--- src/qmmi_pkg.sv ---
// ----------------------------------------------------------------------------
// qmmi_pkg
// shared constants, types and arithmetic helpers for the quad motor mixer
// ----------------------------------------------------------------------------
package qmmi_pkg;

  localparam int GAIN_FRACTION_BITS = 16;
  localparam int INTEG_FRAC         = 16;
  localparam int GAIN_W             = 16;
  localparam int FIELD_W            = 12;
  localparam int PULSE_W            = 12;
  localparam int LIMIT_W            = 11;
  localparam int INTEG_W            = 28;
  localparam int DUTY_W             = 19;
  localparam int MIX_W              = 16;
  localparam int CFG_ADDR_W         = 3;
  localparam int CFG_DATA_W         = 16;

  // signed product of a zero-extended gain and a signed error
  localparam int PROD_W = GAIN_W + FIELD_W + 1;
  localparam int SHR    = (GAIN_FRACTION_BITS >= INTEG_FRAC) ?
                          (GAIN_FRACTION_BITS - INTEG_FRAC) : 0;
  localparam int SHL    = (GAIN_FRACTION_BITS < INTEG_FRAC) ?
                          (INTEG_FRAC - GAIN_FRACTION_BITS) : 0;
  localparam int INC_W  = PROD_W + SHL;
  localparam int SUM_W  = INC_W + 2;

  localparam int IN_DATA_W  = 10 * FIELD_W;
  localparam int OUT_DATA_W = 80;

  typedef enum logic [CFG_ADDR_W-1:0] {
    REG_ROLL_GAIN  = 3'd0,
    REG_PITCH_GAIN = 3'd1,
    REG_ARM_THRESH = 3'd2,
    REG_IDLE_THR   = 3'd3,
    REG_INT_LIMIT  = 3'd4,
    REG_MOTOR_MIN  = 3'd5,
    REG_MOTOR_MAX  = 3'd6
  } cfg_reg_t;

  // first stage payload: products already formed, other fields passed along
  typedef struct packed {
    logic                        run;
    logic [PULSE_W-1:0]          thr;
    logic signed [FIELD_W-1:0]   rs;
    logic signed [FIELD_W-1:0]   ps;
    logic signed [FIELD_W-1:0]   ys;
    logic signed [FIELD_W-1:0]   rc;
    logic signed [FIELD_W-1:0]   pc;
    logic signed [FIELD_W-1:0]   yc;
    logic signed [PROD_W-1:0]    rprod;
    logic signed [PROD_W-1:0]    pprod;
  } prod_stage_t;

  typedef struct packed {
    logic               active;
    logic [PULSE_W-1:0] left;
    logic [PULSE_W-1:0] front;
    logic [PULSE_W-1:0] right;
    logic [PULSE_W-1:0] back;
  } pulse_stage_t;

  // add the scaled increment, saturate at +/- limit in whole units
  function automatic logic signed [INTEG_W-1:0] integrate(
    input logic signed [INTEG_W-1:0] acc,
    input logic signed [PROD_W-1:0]  prod,
    input logic [LIMIT_W-1:0]        lim
  );
    logic signed [SUM_W-1:0] inc;
    logic signed [SUM_W-1:0] sum;
    logic signed [SUM_W-1:0] lim_s;
    logic signed [SUM_W-1:0] res;
    inc   = SUM_W'(prod);
    inc   = (GAIN_FRACTION_BITS >= INTEG_FRAC) ? (inc >>> SHR) : (inc <<< SHL);
    sum   = SUM_W'(acc) + inc;
    lim_s = $signed({{(SUM_W-LIMIT_W-INTEG_FRAC){1'b0}}, lim, {INTEG_FRAC{1'b0}}});
    res   = sum;
    if (sum < -lim_s) res = -lim_s;
    if (sum > lim_s)  res = lim_s;
    return INTEG_W'(res);
  endfunction

  // clamp to the motor range; low bound checked first
  function automatic logic [PULSE_W-1:0] clamp_pulse(
    input logic signed [MIX_W-1:0] m,
    input logic [PULSE_W-1:0]      lo,
    input logic [PULSE_W-1:0]      hi
  );
    logic signed [MIX_W-1:0] lo_s;
    logic signed [MIX_W-1:0] hi_s;
    lo_s = $signed(MIX_W'(lo));
    hi_s = $signed(MIX_W'(hi));
    if (m < lo_s)      return lo;
    else if (m > hi_s) return hi;
    else               return PULSE_W'(m);
  endfunction

  // pulse * 100 as shift-add
  function automatic logic [DUTY_W-1:0] to_duty(input logic [PULSE_W-1:0] p);
    logic [DUTY_W-1:0] pe;
    pe = DUTY_W'(p);
    return (pe << 6) + (pe << 5) + (pe << 2);
  endfunction

endpackage

--- src/quad_motor_mixer_integrator.sv ---
// ----------------------------------------------------------------------------
// quad_motor_mixer_integrator
// x-frame quadcopter motor mixer with roll and pitch integrators
// ----------------------------------------------------------------------------
//
//  channel  dir  handshake           payload
//  in_      in   in_tvalid/tready    in_tdata  : ten 12-bit stick/pid/error fields
//  out_     out  out_tvalid/tready   out_tdata : four 19-bit duties, out_tuser: active
//  cfg_     in   cfg_we              cfg_addr register index, cfg_wdata value
//
//  three register stages: input (gain * error products), mix (integrators,
//  mix and clamp) and output (duty = pulse * 100); out_tvalid rises once a
//  word is in the output stage; one word can enter every cycle unless all
//  stages are full and out_tready is low; the integrators update as a word
//  moves from the input to the mix stage, so the next word always sees the
//  state left by the one before it; each stage advances when it is empty or
//  the stage after it moves, so a stalled output still lets the earlier
//  stages fill; rst_n (synchronous) empties the pipeline, zeroes the
//  integrators and loads the register defaults
//
module quad_motor_mixer_integrator
  import qmmi_pkg::*;
(
  input  logic                    clk,
  input  logic                    rst_n,
  // arm, throttle, roll_stick, pitch_stick, yaw_stick, roll_correction,
  // pitch_correction, yaw_correction, roll_err, pitch_err (12 bits each)
  input  logic [IN_DATA_W-1:0]    in_tdata,
  input  logic                    in_tvalid,
  output logic                    in_tready,
  // duty_left, duty_front, duty_right, duty_back (19 bits each), 4 zero bits
  output logic [OUT_DATA_W-1:0]   out_tdata,
  // active
  output logic                    out_tuser,
  output logic                    out_tvalid,
  input  logic                    out_tready,
  input  logic                    cfg_we,
  input  logic [CFG_ADDR_W-1:0]   cfg_addr,
  input  logic [CFG_DATA_W-1:0]   cfg_wdata
);

  // configuration registers
  logic [GAIN_W-1:0]  roll_gain_r;
  logic [GAIN_W-1:0]  pitch_gain_r;
  logic [PULSE_W-1:0] arm_thresh_r;
  logic [PULSE_W-1:0] idle_thr_r;
  logic [LIMIT_W-1:0] int_limit_r;
  logic [PULSE_W-1:0] motor_min_r;
  logic [PULSE_W-1:0] motor_max_r;

  always_ff @(posedge clk) begin
    if (!rst_n) begin
      roll_gain_r  <= '0;
      pitch_gain_r <= '0;
      arm_thresh_r <= PULSE_W'(1500);
      idle_thr_r   <= PULSE_W'(1050);
      int_limit_r  <= LIMIT_W'(100);
      motor_min_r  <= PULSE_W'(1000);
      motor_max_r  <= PULSE_W'(2000);
    end else if (cfg_we) begin
      unique case (cfg_addr)
        REG_ROLL_GAIN:  roll_gain_r  <= cfg_wdata;
        REG_PITCH_GAIN: pitch_gain_r <= cfg_wdata;
        REG_ARM_THRESH: arm_thresh_r <= cfg_wdata[PULSE_W-1:0];
        REG_IDLE_THR:   idle_thr_r   <= cfg_wdata[PULSE_W-1:0];
        REG_INT_LIMIT:  int_limit_r  <= cfg_wdata[LIMIT_W-1:0];
        REG_MOTOR_MIN:  motor_min_r  <= cfg_wdata[PULSE_W-1:0];
        REG_MOTOR_MAX:  motor_max_r  <= cfg_wdata[PULSE_W-1:0];
        default: ;  // unused index, write dropped
      endcase
    end
  end

  // pipeline valids and per-stage advance
  logic         s1_vld_r, s2_vld_r, s3_vld_r;
  logic         s3_rdy, s2_rdy, s1_rdy;
  prod_stage_t  s1_r, s1_nxt;
  pulse_stage_t s2_r, s2_nxt;
  logic [OUT_DATA_W-1:0] s3_data_r, s3_data_nxt;
  logic         s3_active_r;

  logic signed [INTEG_W-1:0] roll_int_r, pitch_int_r;
  logic signed [INTEG_W-1:0] roll_int_nxt, pitch_int_nxt;

  assign s3_rdy    = !s3_vld_r || out_tready;
  assign s2_rdy    = !s2_vld_r || s3_rdy;
  assign s1_rdy    = !s1_vld_r || s2_rdy;
  assign in_tready = s1_rdy;

  // input stage: unpack, form products, decide arm state
  logic [PULSE_W-1:0]        in_arm, in_thr;
  logic signed [FIELD_W-1:0] in_re, in_pe;

  always_comb begin
    in_arm       = in_tdata[0*FIELD_W +: FIELD_W];
    in_thr       = in_tdata[1*FIELD_W +: FIELD_W];
    in_re        = $signed(in_tdata[8*FIELD_W +: FIELD_W]);
    in_pe        = $signed(in_tdata[9*FIELD_W +: FIELD_W]);
    s1_nxt.run   = (in_arm > arm_thresh_r) && (in_thr > idle_thr_r);
    s1_nxt.thr   = in_thr;
    s1_nxt.rs    = $signed(in_tdata[2*FIELD_W +: FIELD_W]);
    s1_nxt.ps    = $signed(in_tdata[3*FIELD_W +: FIELD_W]);
    s1_nxt.ys    = $signed(in_tdata[4*FIELD_W +: FIELD_W]);
    s1_nxt.rc    = $signed(in_tdata[5*FIELD_W +: FIELD_W]);
    s1_nxt.pc    = $signed(in_tdata[6*FIELD_W +: FIELD_W]);
    s1_nxt.yc    = $signed(in_tdata[7*FIELD_W +: FIELD_W]);
    s1_nxt.rprod = PROD_W'($signed({1'b0, roll_gain_r})) * PROD_W'(in_re);
    s1_nxt.pprod = PROD_W'($signed({1'b0, pitch_gain_r})) * PROD_W'(in_pe);
  end

  // mix stage: integrate, take floor, mix four motors, clamp
  logic signed [FIELD_W-1:0] lr, lp;
  logic signed [MIX_W-1:0]   thr_s, rs_s, ps_s, ys_s, rc_s, pc_s, yc_s, lr_s, lp_s;
  logic signed [MIX_W-1:0]   mix_left, mix_front, mix_right, mix_back;

  always_comb begin
    if (s1_r.run) begin
      roll_int_nxt  = integrate(roll_int_r, s1_r.rprod, int_limit_r);
      pitch_int_nxt = integrate(pitch_int_r, s1_r.pprod, int_limit_r);
    end else begin
      roll_int_nxt  = '0;
      pitch_int_nxt = '0;
    end
    // floor of a q.16 value is its upper bits; limit keeps it within 12 bits
    lr    = roll_int_nxt[INTEG_W-1:INTEG_FRAC];
    lp    = pitch_int_nxt[INTEG_W-1:INTEG_FRAC];
    thr_s = $signed(MIX_W'(s1_r.thr));
    rs_s  = MIX_W'(s1_r.rs);
    ps_s  = MIX_W'(s1_r.ps);
    ys_s  = MIX_W'(s1_r.ys);
    rc_s  = MIX_W'(s1_r.rc);
    pc_s  = MIX_W'(s1_r.pc);
    yc_s  = MIX_W'(s1_r.yc);
    lr_s  = MIX_W'(lr);
    lp_s  = MIX_W'(lp);
    mix_left  = thr_s - rc_s + rs_s - lr_s + ys_s - yc_s;
    mix_front = thr_s + pc_s - ps_s + lp_s - ys_s + yc_s;
    mix_right = thr_s + rc_s - rs_s + lr_s + ys_s - yc_s;
    mix_back  = thr_s - pc_s + ps_s - lp_s - ys_s + yc_s;
    if (s1_r.run) begin
      s2_nxt.active = 1'b1;
      s2_nxt.left   = clamp_pulse(mix_left,  motor_min_r, motor_max_r);
      s2_nxt.front  = clamp_pulse(mix_front, motor_min_r, motor_max_r);
      s2_nxt.right  = clamp_pulse(mix_right, motor_min_r, motor_max_r);
      s2_nxt.back   = clamp_pulse(mix_back,  motor_min_r, motor_max_r);
    end else begin
      // disarmed or at idle: every motor at the minimum
      s2_nxt.active = 1'b0;
      s2_nxt.left   = motor_min_r;
      s2_nxt.front  = motor_min_r;
      s2_nxt.right  = motor_min_r;
      s2_nxt.back   = motor_min_r;
    end
  end

  // output stage: scale to hundredths of a microsecond
  always_comb begin
    s3_data_nxt = {{(OUT_DATA_W-4*DUTY_W){1'b0}},
                   to_duty(s2_r.back), to_duty(s2_r.right),
                   to_duty(s2_r.front), to_duty(s2_r.left)};
  end

  always_ff @(posedge clk) begin
    if (!rst_n) begin
      s1_vld_r    <= 1'b0;
      s2_vld_r    <= 1'b0;
      s3_vld_r    <= 1'b0;
      roll_int_r  <= '0;
      pitch_int_r <= '0;
    end else begin
      if (s1_rdy) begin
        s1_vld_r <= in_tvalid;
      end
      if (s2_rdy) begin
        s2_vld_r <= s1_vld_r;
        // state moves with the word leaving the input stage
        if (s1_vld_r) begin
          roll_int_r  <= roll_int_nxt;
          pitch_int_r <= pitch_int_nxt;
        end
      end
      if (s3_rdy) begin
        s3_vld_r <= s2_vld_r;
      end
    end
  end

  // payload registers, no reset
  always_ff @(posedge clk) begin
    if (s1_rdy && in_tvalid) begin
      s1_r <= s1_nxt;
    end
    if (s2_rdy && s1_vld_r) begin
      s2_r <= s2_nxt;
    end
    if (s3_rdy && s2_vld_r) begin
      s3_data_r   <= s3_data_nxt;
      s3_active_r <= s2_r.active;
    end
  end

  assign out_tvalid = s3_vld_r;
  assign out_tdata  = s3_data_r;
  assign out_tuser  = s3_active_r;

endmodule
--- config.mk ---
export PLATFORM = sky130hd
export DESIGN_NAME = quad_motor_mixer_integrator
export DESIGN_NICKNAME = d
export VERILOG_FILES = /design/src/qmmi_pkg.sv /design/src/quad_motor_mixer_integrator.sv
export SDC_FILE = /design/constraint.sdc
export NUM_CORES = 2
export LEC_CHECK = 0
export BUFFER_PORTS_ARGS = -buffer_cell sky130_fd_sc_hd__buf_2
export CAP_MARGIN = 10
export CORE_MARGIN = 2
export CORE_UTILIZATION = 57
export DETAILED_ROUTE_END_ITERATION = 6
export PLACE_DENSITY_LB_ADDON = 0.1
export SYNTH_ARGS = -nofsm -noshare
export SYNTH_HDL_FRONTEND = slang
export SYNTH_SLANG_ARGS = --single-unit
--- constraint.sdc ---
create_clock -name clk -period 12 [get_ports clk]
set_input_delay 1.2 -clock clk [delete_from_list [all_inputs] [get_ports clk]]
set_output_delay 1.2 -clock clk [all_outputs]
set_load 0.01 [all_outputs]
==> flow_summary.yaml <==
route:
  drc: 0
  antenna_left: 0
  drtIter0Drc: 2017
  viasPerCell: 5.59
  vias: 32800
  first_pass_iters: 6
  finalWirelength_mm: 119
  wl_per_cell_um: 20.3
worst_setup_path:
  crit_required_ns: 12.38
  r2r_start: "s1_r[29]"
  end_kind: "register"
  ff2ff_path_depth: 49
  worst_setup_path_start_kind: "register"
  critPathKind: "register to register"
  critPathSlowestCell: "fa_1"
  path_max_fanout: 7
  critPathMaxStageDelay_ns: 0.54
  cp.arrival_ns: 11.70
  r2r_end: "s2_r[39]"
  rrSetupSlack_ns: 0.68
  crit_start: "s1_r[29]"
timing:
  worst_pin_slew_ns: 1.16
  slew_headroom_pct: 22.3
  setup_slack_ns: 0.678
  setup_viol: 0
  fmax_mhz: 88.3
  hold_viol_final: 0
  slew_violations: 0
  post-route-min-period_ns: 11.32
  clock_skew_ns: 0.0765
  min_period_over_period_pct: 94.3
power_and_ir_drop:
  irDropWorstVdd_uv: 244
  p_leak_nw: 23.3
  p_per_area_nw_per_um2: 256
synth:
  synth_top_family_by_area: "adder cells"
  synth_xor_area_share_pct: 3.44
  synth_fa_ha_area_share_pct: 38.0
  ys_seq_elements: 411
  ys_seq_area_share_pct: 24.2
  synthSimpleGateAreaFrac_pct: 11.9
  ys_types: 91
  async_flop_share_pct: 0
  yosys.area.top_type: "fa_1"
  synth.area.mux_share_pct: 2.31
  synth-compound-area-share_pct: 11.9
  yosys-top-cells-area: "fa_1 (23%), edfxtp_1 (18%), ha_1 (15%), inv_1 (6.9%), dfxtp_1 (6.7%)"
  yosys_most_used_dff: "edfxtp_1"
  synthesis.area_sq_um: 44700
  synth_edf_count: 261
  ys_warn_count: 0
  syn_inst: 4598
  syn_area_per_cell_sq_um: 9.73
  synth_top_area_share_pct: 23.2
global_routing:
  grt_pass1_wl_mm: 189
  grt_start_max_net_pins: 144
  grt.total_usage_pct: 30.0
  grt_pass1_vias: 33700
  overflow: 0
  antenna_found_initial: 4
floorplanning:
  die_h_um: 284
  start_util_pct: 57.7
  coreArea_sq_um: 77600
  io_pins: 227
  row_count: 102
  die_x_um: 284
  dieArea_sq_um: 80800
hold_path:
  hold_start: "s2_r[48]"
  worstHoldPathType: "register to register"
  holdPathEnd: "out_tuser"
  whs_path_depth: 0
layout:
  fill_cells: 6688
  syn2layout_area_growth_pct: 9.03
  layout_commonest_cell: "inv_1"
  final_cell_mix: "inv_1 (826), nand2_1 (532), ha_1 (530), fa_1 (518), edfxtp_1 (261)"
  drive_gt1_share_pct: 8.33
  nets: 5974
  stdcell_count: 5867
clock_tree:
  post_cts_buffers: 0
  cts_hold_buffers: 0
  htreeDepth: 2
  clock_path_buffers: 3
  cts_resized: 0
  numClockSinks: 411
  path_clk_slew_ns: 0.06
  ctsRootBufferMaster: "clkbuf_16"
  cts_tree: "done"
  cts_buffers: 51
  clock_latency_ns: 0.66
job:
  maxCapViolations: 0
run_status:
  status: "finished clean"
placed_design:
  place_inst: 5769
  port_buffers: 214
  place_congestion: 0.985
  dp_slack_ns: 0.342
  dp_hpwl_mm: 96.0
state kept, by name (all words and copies together) (netlist names):
signal,flops
arm_thresh_r,12
idle_thr_r,12
int_limit_r,11
motor_max_r,12
motor_min_r,12
out_tdata,68
out_tuser,1
out_tvalid,1
pc_s,12
pitch_gain_r,16
pitch_int_r,28
ps_s,12
rc_s,12
roll_gain_r,16
roll_int_r,28
rs_s,12
s1_r,95
s1_vld_r,1
s2_r,49
s2_vld_r,1
cells by family (layout without fill, tap and decap cells):
| family | Yosys count | after routing |
|---|---|---|
| fa+ha+maj | 1048 | 1048 |
| mux | 102 | 102 |
| compound gates | 782 | 782 |
| xor+xnor | 176 | 176 |
| other cells | 1 | 14 |
| flops | 411 | 411 |
| buf+inv | 963 | 1179 |
| simple gates | 1115 | 1115 |
Yosys cell counts (85+ instances only):
cell / instances
a21oi_1: 191
dfxtp_1: 150
mux2i_1: 93
a21o_1: 112
edfxtp_1: 261
nand2_1: 532
fa_1: 518
and2_1: 131
clkbuf_1: 111
inv_1: 827
xnor2_1: 120
a21boi_0: 85
ha_1: 530
nor2_1: 133
o21ai_0: 101
through the flow:
| stage | area, sq um | util (%) | setup TNS [ns] | hold slack (ns) | total power, mW |
|---|---|---|---|---|---|
| 2_1_floorplan | 44800 | - | 0 | 0.400 | 8.38 |
| 3_3_place_gp | 47000 | 60.5 | 0 | 0.416 | 10.6 |
| 3_5_place_dp | 47000 | 60.5 | 0 | 0.419 | 10.8 |
| 4_1_cts | 48700 | 62.8 | 0 | 0.433 | 12.4 |
| 5_1_grt | 48800 | 62.9 | -0.144 | 0.457 | 13.6 |
| 6_report | 48800 | 62.9 | 0 | 0.430 | 12.5 |
worst max path at each step:
stage,endpoint,slack [ns],cells past startpoint
detailed placement,s2_r[39],0.34,49
CTS,s2_r[39],0.32,49
floorplan,s2_r[15],1.10,50
finish,s2_r[39],0.68,49
global placement,s2_r[41],0.54,49
global route,s2_r[47],-0.03,49
cell type report:
cell class	instances	area (sq um)	area share (%)
well taps	1040	1300	2.67
diodes	2	5.00	0.0103
repair buffers	255	1400	2.86
multi-input cells	3235	30400	62.2
clock inverters	31	407	0.834
inverters	828	3110	6.37
flip-flops and latches	411	10800	22.2
clock buffers	65	1370	2.81
routing by layer:
layer | GRT usage, % | vias up | part of all wire [%]
li1 | - | 15500 | -
met1 | 37.5 | 16100 | 40
met2 | 52.4 | 920 | 49
met3 | 4.00 | 247 | 5.6
met4 | 12.5 | 0 | 4.7
met5 | 0 | - | 0
worst max-delay path: cells and delay by family, from the launching register on:
kind | cells | cell delay (ns)
XOR/XNOR | 2 | 0.41
multiplexers | 3 | 0.53
flip-flops | 1 | 0.37
AO/OA/AOI/OAI | 22 | 3.96
adder cells (fa/ha/maj) | 8 | 3.31
buffers and inverters | 4 | 0.37
AND/OR/NAND/NOR | 10 | 2.10
power breakdown:
group / internal (mW) / switching, mW
clock network: 0.949 / 0.669
registers: 1.92 / 0.189
logic: 3.74 / 5.01
Power figures use the tool's default switching activity.
